File: config.mk
export PLATFORM = sky130hd
export DESIGN_NAME = utf8_word_punct_tokenizer_core_flat
export DESIGN_NICKNAME = d
export VERILOG_FILES = /design/src/utf_tok_pkg.sv /design/src/utf_tok_ifs.sv /design/src/utf_tok_step.sv /design/src/utf8_word_punct_tokenizer_core.sv /design/src/flat_wrapper.sv
export SDC_FILE = /design/constraint.sdc
export NUM_CORES = 1
export LEC_CHECK = 0
export BUFFER_PORTS_ARGS = -buffer_cell sky130_fd_sc_hd__buf_2
export CAP_MARGIN = 20
export CORE_UTILIZATION = 36
export CTS_BUF_LIST = sky130_fd_sc_hd__clkbuf_8
export CTS_CLUSTER_DIAMETER = 40
export CTS_CLUSTER_SIZE = 30
export DETAILED_ROUTE_END_ITERATION = 7
export GPL_ROUTABILITY_DRIVEN = 1
export REMOVE_ABC_BUFFERS = 1
export SETUP_SLACK_MARGIN = 0.05
export SLEW_MARGIN = 20
export SYNTH_ARGS = -nofsm -noshare
export SYNTH_HDL_FRONTEND = slang
export SYNTH_SLANG_ARGS = --single-unit
File: constraint.sdc
create_clock -name i_clk -period 3.4 [get_ports i_clk]
set_clock_uncertainty 0.15 [all_clocks]
set_input_delay 0.34 -clock i_clk [delete_from_list [all_inputs] [get_ports i_clk]]
set_output_delay 0.34 -clock i_clk [all_outputs]
set_load 0.05 [all_outputs]
File: src/utf_tok_pkg.sv
// utf_tok_pkg: shared types, constants and byte classification for the
// utf-8 word / punctuation tokenizer; no dependencies
`default_nettype none

package utf_tok_pkg;

    localparam int BYTE_W = 8;
    localparam int CNT_W  = 2;

    localparam logic [BYTE_W-1:0] CONT_MASK  = 8'hC0;
    localparam logic [BYTE_W-1:0] CONT_CODE  = 8'h80;
    localparam logic [BYTE_W-1:0] LEAD_CODE  = 8'hC0;
    localparam logic [BYTE_W-1:0] LEAD2_MASK = 8'hE0;
    localparam logic [BYTE_W-1:0] LEAD3_MASK = 8'hF0;
    localparam logic [BYTE_W-1:0] LEAD3_CODE = 8'hE0;
    localparam logic [BYTE_W-1:0] LEAD4_MASK = 8'hF8;
    localparam logic [BYTE_W-1:0] LEAD4_CODE = 8'hF0;
    localparam logic [BYTE_W-1:0] CH_HYPHEN  = 8'h2D;
    localparam logic [BYTE_W-1:0] CH_APOS    = 8'h27;
    localparam logic [BYTE_W-1:0] CH_UNDER   = 8'h5F;
    localparam logic [BYTE_W-1:0] CH_SPACE   = 8'h20;

    typedef struct packed {
        logic             is_space;
        logic             is_word;
        logic             is_lead;
        logic             is_cont;
        logic [CNT_W-1:0] lead_cnt;
    } t_byte_class;

    typedef struct packed {
        logic             inside_word;
        logic [CNT_W-1:0] cont_left;
    } t_tok_state;

    typedef struct packed {
        logic in_token;
        logic token_start;
    } t_tok_flags;

    function automatic t_byte_class classify_byte(input logic [BYTE_W-1:0] c);
        t_byte_class cls;
        cls.is_space = (c == CH_SPACE) || (c inside {[8'h09:8'h0D]});
        cls.is_word  = (c inside {[8'h30:8'h39], [8'h41:8'h5A], [8'h61:8'h7A]}) ||
                       (c == CH_HYPHEN) || (c == CH_APOS) || (c == CH_UNDER);
        cls.is_lead  = (c & CONT_MASK) == LEAD_CODE;
        cls.is_cont  = (c & CONT_MASK) == CONT_CODE;
        if ((c & LEAD2_MASK) == LEAD_CODE) begin
            cls.lead_cnt = 2'd1;
        end else if ((c & LEAD3_MASK) == LEAD3_CODE) begin
            cls.lead_cnt = 2'd2;
        end else if ((c & LEAD4_MASK) == LEAD4_CODE) begin
            cls.lead_cnt = 2'd3;
        end else begin
            cls.lead_cnt = 2'd0;
        end
        return cls;
    endfunction

endpackage

`default_nettype wire

File: src/utf_tok_ifs.sv
// utf_tok_in_if / utf_tok_out_if: valid-ready channels of the tokenizer
// depends on utf_tok_pkg
`default_nettype none

interface utf_tok_in_if;
    import utf_tok_pkg::*;
    logic              valid;
    logic              ready;
    logic [BYTE_W-1:0] text_byte;
    logic              end_of_text;

    modport source (output valid, output text_byte, output end_of_text, input ready);
    modport sink   (input valid, input text_byte, input end_of_text, output ready);
endinterface

interface utf_tok_out_if;
    import utf_tok_pkg::*;
    logic              valid;
    logic              ready;
    logic [BYTE_W-1:0] byte_out;
    logic              in_token;
    logic              token_start;
    logic              last_out;

    modport source (output valid, output byte_out, output in_token,
                    output token_start, output last_out, input ready);
    modport sink   (input valid, input byte_out, input in_token,
                    input token_start, input last_out, output ready);
endinterface

`default_nettype wire

File: src/utf_tok_step.sv
// utf_tok_step: per-byte token decision and next tokenizer state
// depends on utf_tok_pkg
`default_nettype none

module utf_tok_step
    import utf_tok_pkg::*;
(
    input  wire logic [BYTE_W-1:0] i_byte,
    input  wire logic              i_last,
    input  wire logic              i_lead_mode,
    input  wire t_tok_state        i_state,
    output t_tok_flags             o_flags,
    output t_tok_state             o_state
);

    t_byte_class cls;
    t_tok_state  nxt;
    logic        done;

    always_comb begin
        cls = classify_byte(i_byte);
        nxt.inside_word = i_state.inside_word;
        nxt.cont_left   = '0;
        o_flags         = '0;
        done            = 1'b0;

        // pending continuation bytes of a multi-byte character
        if (i_state.inside_word && (i_state.cont_left != '0) && cls.is_cont) begin
            nxt.cont_left    = i_state.cont_left - 2'd1;
            o_flags.in_token = 1'b1;
            done             = 1'b1;
        end

        if (!done && i_state.inside_word) begin
            if (cls.is_word) begin
                o_flags.in_token = 1'b1;
                done             = 1'b1;
            end else if (cls.is_lead) begin
                nxt.cont_left    = cls.lead_cnt;
                o_flags.in_token = 1'b1;
                done             = 1'b1;
            end else begin
                nxt.inside_word = 1'b0;
            end
        end

        if (!done) begin
            if (cls.is_space) begin
                o_flags = '0;
            end else if (cls.is_word) begin
                nxt.inside_word = 1'b1;
                o_flags         = '{in_token: 1'b1, token_start: 1'b1};
            end else if (cls.is_lead && i_lead_mode) begin
                nxt.inside_word = 1'b1;
                nxt.cont_left   = cls.lead_cnt;
                o_flags         = '{in_token: 1'b1, token_start: 1'b1};
            end else begin
                // punctuation, stray continuation byte included
                o_flags = '{in_token: 1'b1, token_start: 1'b1};
            end
        end

        if (i_last) begin
            nxt = '0;
        end
        o_state = nxt;
    end

endmodule

`default_nettype wire

File: src/utf8_word_punct_tokenizer_core.sv
// utf8_word_punct_tokenizer_core: top level, input register, state and result register
// depends on utf_tok_pkg, utf_tok_ifs, utf_tok_step
//
// Usage:
//   i_in_ch takes one text byte per item with end_of_text marking the last
//   byte of a text; o_out_ch gives exactly one result per byte: the byte,
//   whether it lies in a token, whether it starts one, and end_of_text.
//   i_cfg_we / i_cfg_wdata write the lead-byte mode bit (reset 1: a utf-8
//   lead byte may open a word; 0: it is punctuation outside a word).
// Timing:
//   an item accepted lands in the input register, is classified and moves
//   to the result register once that is free or being emptied; its result
//   is offered from then on. One item per cycle sustained while results are
//   taken; the only loop is the three-bit tokenizer state (word flag and
//   two-bit continuation count) updated as an item leaves the input register.
// Reset (synchronous, active low): both registers empty, tokenizer state
//   cleared, mode bit set.
// Stall: while the result is not taken the input register still takes one
//   more item, then i_in_ch.ready drops until the result moves on.
`default_nettype none

module utf8_word_punct_tokenizer_core
    import utf_tok_pkg::*;
(
    input  wire logic        i_clk,
    input  wire logic        i_rst_n,
    input  wire logic        i_cfg_we,
    input  wire logic        i_cfg_wdata,
    utf_tok_in_if.sink       i_in_ch,
    utf_tok_out_if.source    o_out_ch
);

    logic              r_lead_mode;
    logic              r_in_valid;
    logic [BYTE_W-1:0] r_in_byte;
    logic              r_in_last;
    t_tok_state        r_state;
    logic              r_out_valid;
    logic [BYTE_W-1:0] r_out_byte;
    t_tok_flags        r_out_flags;
    logic              r_out_last;

    t_tok_state        n_state;
    t_tok_flags        n_flags;
    logic              advance;
    logic              in_take;

    assign advance        = r_in_valid && (!r_out_valid || o_out_ch.ready);
    assign i_in_ch.ready  = !r_in_valid || advance;
    assign in_take        = i_in_ch.valid && i_in_ch.ready;

    utf_tok_step u_step (
        .i_byte      (r_in_byte),
        .i_last      (r_in_last),
        .i_lead_mode (r_lead_mode),
        .i_state     (r_state),
        .o_flags     (n_flags),
        .o_state     (n_state)
    );

    always_ff @(posedge i_clk) begin
        if (!i_rst_n) begin
            r_lead_mode <= 1'b1;
            r_in_valid  <= 1'b0;
            r_out_valid <= 1'b0;
            r_state     <= '0;
        end else begin
            if (i_cfg_we) begin
                r_lead_mode <= i_cfg_wdata;
            end
            if (in_take) begin
                r_in_valid <= 1'b1;
            end else if (advance) begin
                r_in_valid <= 1'b0;
            end
            if (advance) begin
                r_out_valid <= 1'b1;
                r_state     <= n_state;
            end else if (o_out_ch.ready) begin
                r_out_valid <= 1'b0;
            end
        end
    end

    always_ff @(posedge i_clk) begin
        if (in_take) begin
            r_in_byte <= i_in_ch.text_byte;
            r_in_last <= i_in_ch.end_of_text;
        end
        if (advance) begin
            r_out_byte  <= r_in_byte;
            r_out_flags <= n_flags;
            r_out_last  <= r_in_last;
        end
    end

    assign o_out_ch.valid       = r_out_valid;
    assign o_out_ch.byte_out    = r_out_byte;
    assign o_out_ch.in_token    = r_out_flags.in_token;
    assign o_out_ch.token_start = r_out_flags.token_start;
    assign o_out_ch.last_out    = r_out_last;

    a_cont_needs_word: assert property (@(posedge i_clk) disable iff (!i_rst_n)
        (r_state.cont_left != '0) |-> r_state.inside_word)
        else $error("continuation count pending outside a word");

    a_last_clears: assert property (@(posedge i_clk) disable iff (!i_rst_n)
        (advance && r_in_last) |=> (r_state == '0))
        else $error("tokenizer state not cleared after end of text");

    a_space_no_start: assert property (@(posedge i_clk) disable iff (!i_rst_n)
        (r_out_valid && !r_out_flags.in_token) |-> !r_out_flags.token_start)
        else $error("skipped byte marked as token start");

    a_in_hold: assert property (@(posedge i_clk) disable iff (!i_rst_n)
        (r_in_valid && !advance) |=> (r_in_valid && $stable(r_in_byte)))
        else $error("held input item lost or overwritten");

endmodule

`default_nettype wire
File: src/flat_wrapper.sv
// flat-port wrapper written by rule: the top's interface ports become plain ports
module utf8_word_punct_tokenizer_core_flat import utf_tok_pkg::*;
  (i_clk, i_rst_n, i_cfg_we, i_cfg_wdata, i_in_ch_valid, i_in_ch_text_byte, i_in_ch_end_of_text, i_in_ch_ready, o_out_ch_valid, o_out_ch_byte_out, o_out_ch_in_token, o_out_ch_token_start, o_out_ch_last_out, o_out_ch_ready);
  utf_tok_in_if i_in_ch_i ();
  utf_tok_out_if o_out_ch_i ();
  input  wire logic i_clk;
  input  wire logic i_rst_n;
  input  wire logic i_cfg_we;
  input  wire logic i_cfg_wdata;
  input wire logic [$bits(i_in_ch_i.valid)-1:0] i_in_ch_valid;
  input wire logic [$bits(i_in_ch_i.text_byte)-1:0] i_in_ch_text_byte;
  input wire logic [$bits(i_in_ch_i.end_of_text)-1:0] i_in_ch_end_of_text;
  output wire logic [$bits(i_in_ch_i.ready)-1:0] i_in_ch_ready;
  output wire logic [$bits(o_out_ch_i.valid)-1:0] o_out_ch_valid;
  output wire logic [$bits(o_out_ch_i.byte_out)-1:0] o_out_ch_byte_out;
  output wire logic [$bits(o_out_ch_i.in_token)-1:0] o_out_ch_in_token;
  output wire logic [$bits(o_out_ch_i.token_start)-1:0] o_out_ch_token_start;
  output wire logic [$bits(o_out_ch_i.last_out)-1:0] o_out_ch_last_out;
  input wire logic [$bits(o_out_ch_i.ready)-1:0] o_out_ch_ready;
  assign i_in_ch_i.valid = i_in_ch_valid;
  assign i_in_ch_i.text_byte = i_in_ch_text_byte;
  assign i_in_ch_i.end_of_text = i_in_ch_end_of_text;
  assign i_in_ch_ready = i_in_ch_i.ready;
  assign o_out_ch_valid = o_out_ch_i.valid;
  assign o_out_ch_byte_out = o_out_ch_i.byte_out;
  assign o_out_ch_in_token = o_out_ch_i.in_token;
  assign o_out_ch_token_start = o_out_ch_i.token_start;
  assign o_out_ch_last_out = o_out_ch_i.last_out;
  assign o_out_ch_i.ready = o_out_ch_ready;
  utf8_word_punct_tokenizer_core u_core (.i_clk(i_clk), .i_rst_n(i_rst_n), .i_cfg_we(i_cfg_we), .i_cfg_wdata(i_cfg_wdata), .i_in_ch(i_in_ch_i), .o_out_ch(o_out_ch_i));
endmodule
==> impl_metrics.env, run 1 <==
export IMPL_clkPwrFrac=0.279
export IMPL_insertion_delay_ns=0.26
export IMPL_yosys_cell_types_count=32
export IMPL_n_antenna_cell=0
export IMPL_p_seq_frac=0.616
export IMPL_io_pins=28
export IMPL_drv_cap=0
export IMPL_cts_sinks=26
export IMPL_yosysWarnings=0
export IMPL_antenna_found_initial=0
export IMPL_p_per_area_nw_per_um2=467
export IMPL_dp_cells=136
export IMPL_viasPerCell=5.00
export IMPL_crit_path_end_kind="flip-flop"
export IMPL_cts_buffers=3
export IMPL_rsz0062_at_grt="false"
export IMPL_syn_area_sq_um=1070
export IMPL_vias=700
export IMPL_slew_violations=0
export IMPL_drt_iter0_markers=12
export IMPL_worstPathMaxFanout=9
export IMPL_first_pass_iters=4
export IMPL_setup_tns_ns=0
export IMPL_overflow=0
export IMPL_antenna_left=0
export IMPL_hpwlAfterDp_mm=1.20
export IMPL_syn_to_final_growth_pct=20.4
export IMPL_post_cts_buffers=0
export IMPL_core_area_sq_um=2780
export IMPL_worst_pin_slew_ns=0.497
export IMPL_ys_async_sr_fraction=0
export IMPL_start_util=0.385
export IMPL_p_sw_frac=0.234
export IMPL_row_count=19
export IMPL_worstPathArrival_ns=1.75
export IMPL_seqCellArea_sq_um=721
export IMPL_start_kind="flip-flop"
export IMPL_status="finished clean"
export IMPL_fmax_ghz=0.529
export IMPL_fillers=255
export IMPL_crit_required_ns=3.26
export IMPL_finalCritPeriodShare=0.556
export IMPL_die_area_sq_um=3200
export IMPL_p_leak_nw=0.491
export IMPL_holdCritPathClass="in -> reg"
export IMPL_synth_edff_count=20
export IMPL_switchingPower_mw=0.141
export IMPL_synth_avg_cell_area_sq_um=13.7
export IMPL_cts_clk_slew_worst_paths_ns=0.09
export IMPL_cts_resized=0
export IMPL_ys_ff_latch=26
export IMPL_fin_cells=140
export IMPL_rrSetupSlack_ns=1.51
export IMPL_cts_tree="yes"
export IMPL_finalWirelength_mm=1.65
export IMPL_grt_pass1_wl_mm=2.76
export IMPL_hold_viol=0
export IMPL_power_frac_comb=0.105
export IMPL_multi_input_area_sq_um=335
export IMPL_yosysSeqAreaShare=0.673
export IMPL_critPathKind="reg -> reg"
export IMPL_hold_buffers=0
export IMPL_first_global_vias=631
export IMPL_drive_gt1_frac=0.330
export IMPL_track_usage=0.113
export IMPL_post_synth_inst_count=78
export IMPL_setup_viol=0
export IMPL_route_detailed_drc=0
export IMPL_fin_crit_ns=1.89
export IMPL_internal_power_mw=0.461
export IMPL_wl_per_cell_um=11.8
export IMPL_die_x_um=56.5
export IMPL_final_nets=126
export IMPL_ctsHtreeMaxLevel=1
export IMPL_io_buffers=27
export IMPL_grt_start_max_net_pins=15
export IMPL_routabilityCongestion=0.787
export IMPL_chipHeight_um=56.5
export IMPL_ir_worst_vdd_mv=0.207
export IMPL_clock_root_buffer="clkbuf_8"
export IMPL_relSlewSlack=0.664
export IMPL_clockBufferDepth=2
export IMPL_synth_ff_type="edfxtp_1"
-- power groups by stage --
stage / Sequential (mW) / Clock [mW] / Combinational [mW]
floorplan: 0.395 / 0 / 0.0261
global placement: 0.378 / 0 / 0.0633
detailed placement: 0.378 / 0 / 0.0639
CTS: 0.371 / 0.174 / 0.0641
global route: 0.374 / 0.187 / 0.0683
finish: 0.371 / 0.168 / 0.0632
-- placed cells by master, fill, tap and decap left out, drive strengths merged, types with 2 or more instances in the layout --
cell type | netlist | final
buf | 0 | 27
edfxtp | 20 | 20
nand2 | 7 | 7
dfxtp | 6 | 6
inv | 4 | 5
a21oi | 5 | 5
nor2 | 4 | 4
nor2b | 3 | 3
nand3 | 3 | 3
clkbuf | 0 | 3
o21ai | 3 | 3
nand2b | 2 | 2
nor4b | 2 | 2
o211ai | 2 | 2
a21boi | 2 | 2
nor3 | 2 | 2
-- synth_stat cells, drive strengths merged, types with 2 or more instances --
cell | number | share of area
edfxtp | 20 | 0.56
nand2 | 7 | 0.025
dfxtp | 6 | 0.11
a21oi | 5 | 0.027
inv | 4 | 0.014
nor2 | 4 | 0.014
nand3 | 3 | 0.014
nor2b | 3 | 0.018
o21ai | 3 | 0.014
a21boi | 2 | 0.018
nand2b | 2 | 0.012
nor3 | 2 | 0.014
nor4b | 2 | 0.016
o211ai | 2 | 0.019
-- registers in the layout, indices dropped and copies added (netlist names) --
name,cells
u_core.r_state,3
u_core.r_in_byte,8
u_core.r_in_valid,1
u_core.r_lead_mode,1
u_core.o_out_ch.byte_out,8
u_core.o_out_ch.valid,1
u_core.o_out_ch.in_token,1
u_core.o_out_ch.last_out,1
u_core.r_in_last,1
u_core.o_out_ch.token_start,1
-- worst paths after layout --
kind,start,end,cells past startpoint
worst max-delay path,u_core.r_in_byte[1]$_DFFE_PP_,u_core.o_out_ch.token_start$_SDFFCE_PP0P_,4
worst min-delay path,i_in_ch_text_byte[4],u_core.r_in_byte[4]$_DFFE_PP_,1
worst min register to register,u_core.r_in_last$_DFFE_PP_,u_core.o_out_ch.last_out$_DFFE_PP_,0
worst max register to register,u_core.r_in_byte[1]$_DFFE_PP_,u_core.o_out_ch.token_start$_SDFFCE_PP0P_,4
-- layer usage --
metal  share of wire  GRT usage  vias to the layer above
li1                -          -                      359
met1            0.48      0.139                      325
met2            0.48      0.190                       14
met3           0.030     0.0207                        2
met4           0.016     0.0523                        0
met5               0          0                        -
-- cell families (layout without fill, tap and decap cells) --
family          count (synthesis)  count (layout)  synth area share
compound gates                 19              19             0.148
flops                          26              26             0.673
mux                             1               1           0.00935
buf+inv                         4              35            0.0140
simple gates                   27              27             0.144
fa+ha+maj                       1               1            0.0117
-- worst max-delay path, stage by stage (launching register included) --
cell,delay (ns)
edfxtp_1,0.51
or4b_1,0.53
a21oi_1,0.16
o21ai_1,0.12
a21boi_2,0.17
-- layout make-up --
type / instances / area share
sequential: 26 / 0.559
multi-input combinational: 48 / 0.260
timing repair buffer: 27 / 0.105
clock buffer: 3 / 0.0320
tap: 31 / 0.0301
inverter: 4 / 0.0116
clock inverter: 1 / 0.00291
-- through the flow --
stage | worst slack [ns] | hold WS [ns] | area (sq um) | power, mW | util
detailed placement | 1.52 | 0.285 | 1240 | 0.442 | 0.448
floorplan | 1.37 | 0.252 | 1070 | 0.422 | -
CTS | 1.49 | 0.0916 | 1290 | 0.610 | 0.464
global route | 1.41 | 0.0834 | 1290 | 0.629 | 0.464
finish | 1.51 | 0.0952 | 1290 | 0.602 | 0.464
global placement | 1.57 | 0.289 | 1240 | 0.441 | 0.448
(Power assumes the default switching activity.)
==> run 2: changes to the inputs <==
Clock period 3.4 ns to 1.8 ns, I/O delays scaled along.
==> run 2 against run 1 <==
Compared with the run above:
- count of clock-buffer cells in the layout up 1
- final cell count up 17%
- sequential share of layout area down 9.6 points
- critical endpoint unchanged
- critical path type unchanged
- register-to-register slack worse by 1.5 ns
- utilization up 9.6 points
- hold slack worse by 0.094 ns
- largest power group unchanged
==> impl_metrics.env, run 2 (synthesis results as in run 1) <==
export IMPL_power_frac_comb=0.142
export IMPL_worstPathArrival_ns=1.64
export IMPL_holdCritPathClass="in -> reg"
export IMPL_ir_worst_vdd_mv=0.453
export IMPL_drive_gt1_frac=0.429
export IMPL_crit_required_ns=1.68
export IMPL_crit_path_end_kind="flip-flop"
export IMPL_cts_clk_slew_worst_paths_ns=0.08
export IMPL_track_usage=0.143
export IMPL_fin_util=0.560
export IMPL_power_mw=1.24
export IMPL_fmax_ghz=0.568
export IMPL_antenna_found_initial=0
export IMPL_syn_to_final_growth_pct=45.4
export IMPL_pre_cts_slack_ns=0.00632
export IMPL_ctsHtreeMaxLevel=1
export IMPL_chipHeight_um=56.5
export IMPL_start_util=0.385
export IMPL_drv_cap=0
export IMPL_hold_viol=0
export IMPL_die_area_sq_um=3200
export IMPL_vias=826
export IMPL_worst_pin_slew_ns=0.423
export IMPL_internal_power_mw=0.953
export IMPL_switchingPower_mw=0.292
export IMPL_io_pins=28
export IMPL_first_global_vias=788
export IMPL_routabilityCongestion=0.809
export IMPL_route_detailed_drc=0
export IMPL_grt_pass1_wl_mm=3.44
export IMPL_wl_per_cell_um=12.8
export IMPL_p_seq_frac=0.561
export IMPL_rsz0062_at_grt="true"
export IMPL_relSlewSlack=0.718
export IMPL_start_kind="flip-flop"
export IMPL_first_pass_iters=4
export IMPL_seqCellArea_sq_um=721
export IMPL_setup_viol=0
export IMPL_cts_sinks=26
export IMPL_cts_buffers=3
export IMPL_clock_root_buffer="clkbuf_8"
export IMPL_clockBufferDepth=2
export IMPL_viasPerCell=5.04
export IMPL_finalCritPeriodShare=0.978
export IMPL_overflow=0
export IMPL_drt_iter0_markers=32
export IMPL_antenna_left=0
export IMPL_final_nets=150
export IMPL_hpwlAfterDp_mm=1.30
export IMPL_setup_tns_ns=0
export IMPL_fin_crit_ns=1.76
export IMPL_worstPathMaxFanout=6
export IMPL_finalWirelength_mm=2.11
export IMPL_final_cell_mix="27 x buf_2, 20 x edfxtp_1, 12 x dlygate4sd3_1"
export IMPL_io_buffers=27
export IMPL_slew_violations=0
export IMPL_n_antenna_cell=0
export IMPL_fillers=226
export IMPL_postPlaceCellArea_sq_um=1290
export IMPL_hold_slack_ns=0.00152
export IMPL_clkPwrFrac=0.297
export IMPL_row_count=19
export IMPL_core_area_sq_um=2780
export IMPL_status="finished clean"
export IMPL_critPathKind="reg -> reg"
export IMPL_insertion_delay_ns=0.27
export IMPL_grt_start_max_net_pins=15
export IMPL_multi_input_area_sq_um=379
export IMPL_dp_cells=142
export IMPL_final_setup_worst_slack_ns=0.0394
export IMPL_p_leak_nw=0.611
export IMPL_cts_tree="yes"
export IMPL_p_sw_frac=0.235
export IMPL_die_x_um=56.5
export IMPL_fin_cells=164
export IMPL_stdcell_area_sq_um=1560
export IMPL_p_per_area_nw_per_um2=799
export IMPL_layout_commonest_cell="buf_2"
==> run 2: critical path, stage by stage, from the launching register on <==
cell	delay, ns
edfxtp_1	0.45
buf_4	0.20
nand2_1	0.07
o211ai_2	0.11
a2111oi_4	0.33
a21o_2	0.15
a21boi_2	0.05
==> run 2: cell type report <==
class,count,share of cell area
clock buffers,4,0.0353
inverters,4,0.00964
multi-input cells,48,0.243
flip-flops and latches,26,0.463
well taps,31,0.0249
repair buffers,51,0.224
==> run 2: final timing paths <==
check / startpoint / endpoint / slack, ns / cells after the start
hold reg to reg: u_core.r_in_last$_DFFE_PP_ / u_core.o_out_ch.last_out$_DFFE_PP_ / 0.31 / 0
hold / removal: i_in_ch_valid / u_core.r_in_valid$_SDFFE_PN0P_ / 0.002 / 3
setup reg to reg: u_core.r_in_byte[1]$_DFFE_PP_ / u_core.o_out_ch.token_start$_SDFFCE_PP0P_ / 0.04 / 6
setup / recovery: u_core.r_in_byte[1]$_DFFE_PP_ / u_core.o_out_ch.token_start$_SDFFCE_PP0P_ / 0.04 / 6
==> run 2: metal layers <==
| metal | share of wire | vias to the layer above | track usage |
|---|---|---|---|
| met5 | 0 | - | 0 |
| met4 | 0.042 | 0 | 0.108 |
| met3 | 0.042 | 9 | 0.0230 |
| met2 | 0.49 | 31 | 0.230 |
| met1 | 0.42 | 381 | 0.171 |
| li1 | - | 405 | - |
==> run 2: repair_timing <==
item,in CTS,in global routing
hold buffers,12,0
gates resized for setup,2,8
pin swaps,4,3
gates cloned,0,0
endpoints found under the setup margin,1,3
hold endpoints to repair,10,0
buffers inserted,1,6
==> run 2: power by group through the flow <==
stage | registers (mW) | logic [mW] | clock network [mW]
2_1_floorplan | 0.747 | 0.0494 | 0
3_3_place_gp | 0.709 | 0.134 | 0
3_5_place_dp | 0.710 | 0.136 | 0
4_1_cts | 0.697 | 0.159 | 0.376
5_1_grt | 0.701 | 0.191 | 0.400
6_report | 0.698 | 0.177 | 0.369
==> run 3: changes to the inputs <==
Settings changed: CORE_MARGIN from default to 4, SETUP_SLACK_MARGIN 0.05 to default.
==> run 3 against run 2 <==
Compared with the run above:
- flip-flop and latch count is the same
- sequential share of layout area increased by 0.76 points
- count of clock-buffer cells in the layout is the same
- utilization shrank 1.4 points
- the flow now finishes with violations (setup timing)
- non-clock buffer count did not move
- final cell count unchanged
- largest power group unchanged
==> impl_metrics.env, run 3 (synthesis results as in run 1) <==
export IMPL_overflow=0
export IMPL_route_detailed_drc=0
export IMPL_chipHeight_um=62.5
export IMPL_die_x_um=62.5
export IMPL_layout_commonest_cell="buf_2"
export IMPL_die_area_sq_um=3910
export IMPL_antenna_left=0
export IMPL_syn_to_final_growth_pct=43.1
export IMPL_status="complete, but fails checks"
export IMPL_ir_worst_vdd_mv=0.323
export IMPL_hold_slack_ns=0.0101
export IMPL_pre_cts_slack_ns=-0.0234
export IMPL_setup_tns_ns=-0.00266
export IMPL_fmax_ghz=0.555
export IMPL_routabilityCongestion=0.841
export IMPL_ctsHtreeMaxLevel=1
export IMPL_wl_per_cell_um=12.8
export IMPL_met3_usage=0.0162
export IMPL_met2_usage=0.182
export IMPL_cts_buffers=3
export IMPL_globalRoute_busiestLayer="met2"
export IMPL_finalCritPeriodShare=1.00
export IMPL_grt_start_max_net_pins=15
export IMPL_start_util=0.382
export IMPL_drt_iter0_markers=18
export IMPL_hold_start="i_in_ch_valid"
export IMPL_hold_viol=0
export IMPL_startpoint="u_core.r_in_byte[0]$_DFFE_PP_"
export IMPL_fin_cells=164
export IMPL_dp_cells=143
export IMPL_holdCritPathClass="in -> reg"
export IMPL_setup_viol=1
export IMPL_final_setup_worst_slack_ns=-0.00266
export IMPL_clock_root_buffer="clkbuf_8"
export IMPL_hpwlAfterDp_mm=1.43
export IMPL_met1_usage=0.136
export IMPL_slew_violations=0
export IMPL_final_cell_mix="27 x buf_2, 20 x edfxtp_1, 12 x dlygate4sd3_1, 12 x buf_4, 7 x nand2_1"
export IMPL_vias=824
export IMPL_grt_pass1_wl_mm=3.52
export IMPL_row_count=19
export IMPL_drive_gt1_frac=0.406
export IMPL_p_per_area_nw_per_um2=806
export IMPL_finalWirelength_mm=2.10
export IMPL_viasPerCell=5.02
export IMPL_worst_pin_slew_ns=0.427
export IMPL_crit_required_ns=1.67
export IMPL_start_kind="flip-flop"
export IMPL_cts_sinks=26
export IMPL_io_buffers=27
export IMPL_rsz0062_at_grt="true"
export IMPL_p_leak_nw=0.605
export IMPL_violations="setup timing"
export IMPL_drv_cap=0
export IMPL_critPathKind="reg -> reg"
export IMPL_worstPathMaxFanout=5
export IMPL_crit_path_end_kind="flip-flop"
export IMPL_r2r_start="u_core.r_in_byte[0]$_DFFE_PP_"
export IMPL_n_antenna_cell=0
export IMPL_first_pass_iters=4
export IMPL_insertion_delay_ns=0.27
export IMPL_cts_clk_slew_worst_paths_ns=0.08
export IMPL_core_area_sq_um=2810
export IMPL_track_usage=0.114
export IMPL_antenna_found_initial=0
export IMPL_relSlewSlack=0.711
export IMPL_fin_crit_ns=1.80
export IMPL_io_pins=28
export IMPL_first_global_vias=782
export IMPL_final_nets=150
export IMPL_fillers=236
export IMPL_clockBufferDepth=2
export IMPL_cts_tree="yes"
export IMPL_worstPathArrival_ns=1.68
[run 3: area by class of cell]
class / count / area, sq um / share of cell area
multi-input cells: 48 / 358 / 0.233
repair buffers: 51 / 345 / 0.225
inverters: 4 / 15.0 / 0.00980
well taps: 31 / 38.8 / 0.0253
clock buffers: 4 / 55.1 / 0.0359
flip-flops and latches: 26 / 721 / 0.470
[run 3: timing repair]
item / 4_1_cts / 5_1_grt
setup endpoints to repair: 2 / 2
hold buffers: 12 / 0
gates cloned: 0 / 0
endpoints found under the hold margin: 10 / 0
resized for setup: 0 / 5
setup buffers: 0 / 5
pin swaps: 3 / 2
[run 3: path summary, 6_finish.rpt]
kind                                               endpoint  slack (ns)  cells after the start
setup / recovery  u_core.o_out_ch.token_start$_SDFFCE_PP0P_      -0.003                      6
hold / removal               u_core.r_in_valid$_SDFFE_PN0P_        0.01                      3
setup reg to reg  u_core.o_out_ch.token_start$_SDFFCE_PP0P_      -0.003                      6
hold reg to reg              u_core.r_state[0]$_SDFFE_PN0P_        0.35                      2
[run 3: through the flow]
step | utilization | instance area, sq um | total power, mW
5_1_grt | 0.546 | 1530 | 1.29
3_5_place_dp | 0.463 | 1300 | 0.847
4_1_cts | 0.525 | 1470 | 1.23
6_report | 0.546 | 1530 | 1.23
2_1_floorplan | - | 1070 | 0.796
3_3_place_gp | 0.463 | 1300 | 0.844
[run 3: routing by layer]
metal,up-vias,share of wire
li1,406,-
met1,388,0.44
met2,25,0.48
met3,5,0.045
met4,0,0.030
met5,-,0
[run 3: worst max-delay path, stage by stage (launching register included)]
cell,delay [ns]
edfxtp_1,0.43
nor2_1,0.11
nor4b_2,0.16
buf_4,0.14
a2111oi_4,0.36
a21o_2,0.16
a21boi_2,0.05
[run 3: where the power goes]
group	internal (mW)	switching [mW]	total (mW)	leakage (nW)
registers	0.677	0.0229	0.699	0.235
clock network	0.195	0.172	0.367	0.0288
logic	0.0759	0.0919	0.168	0.341
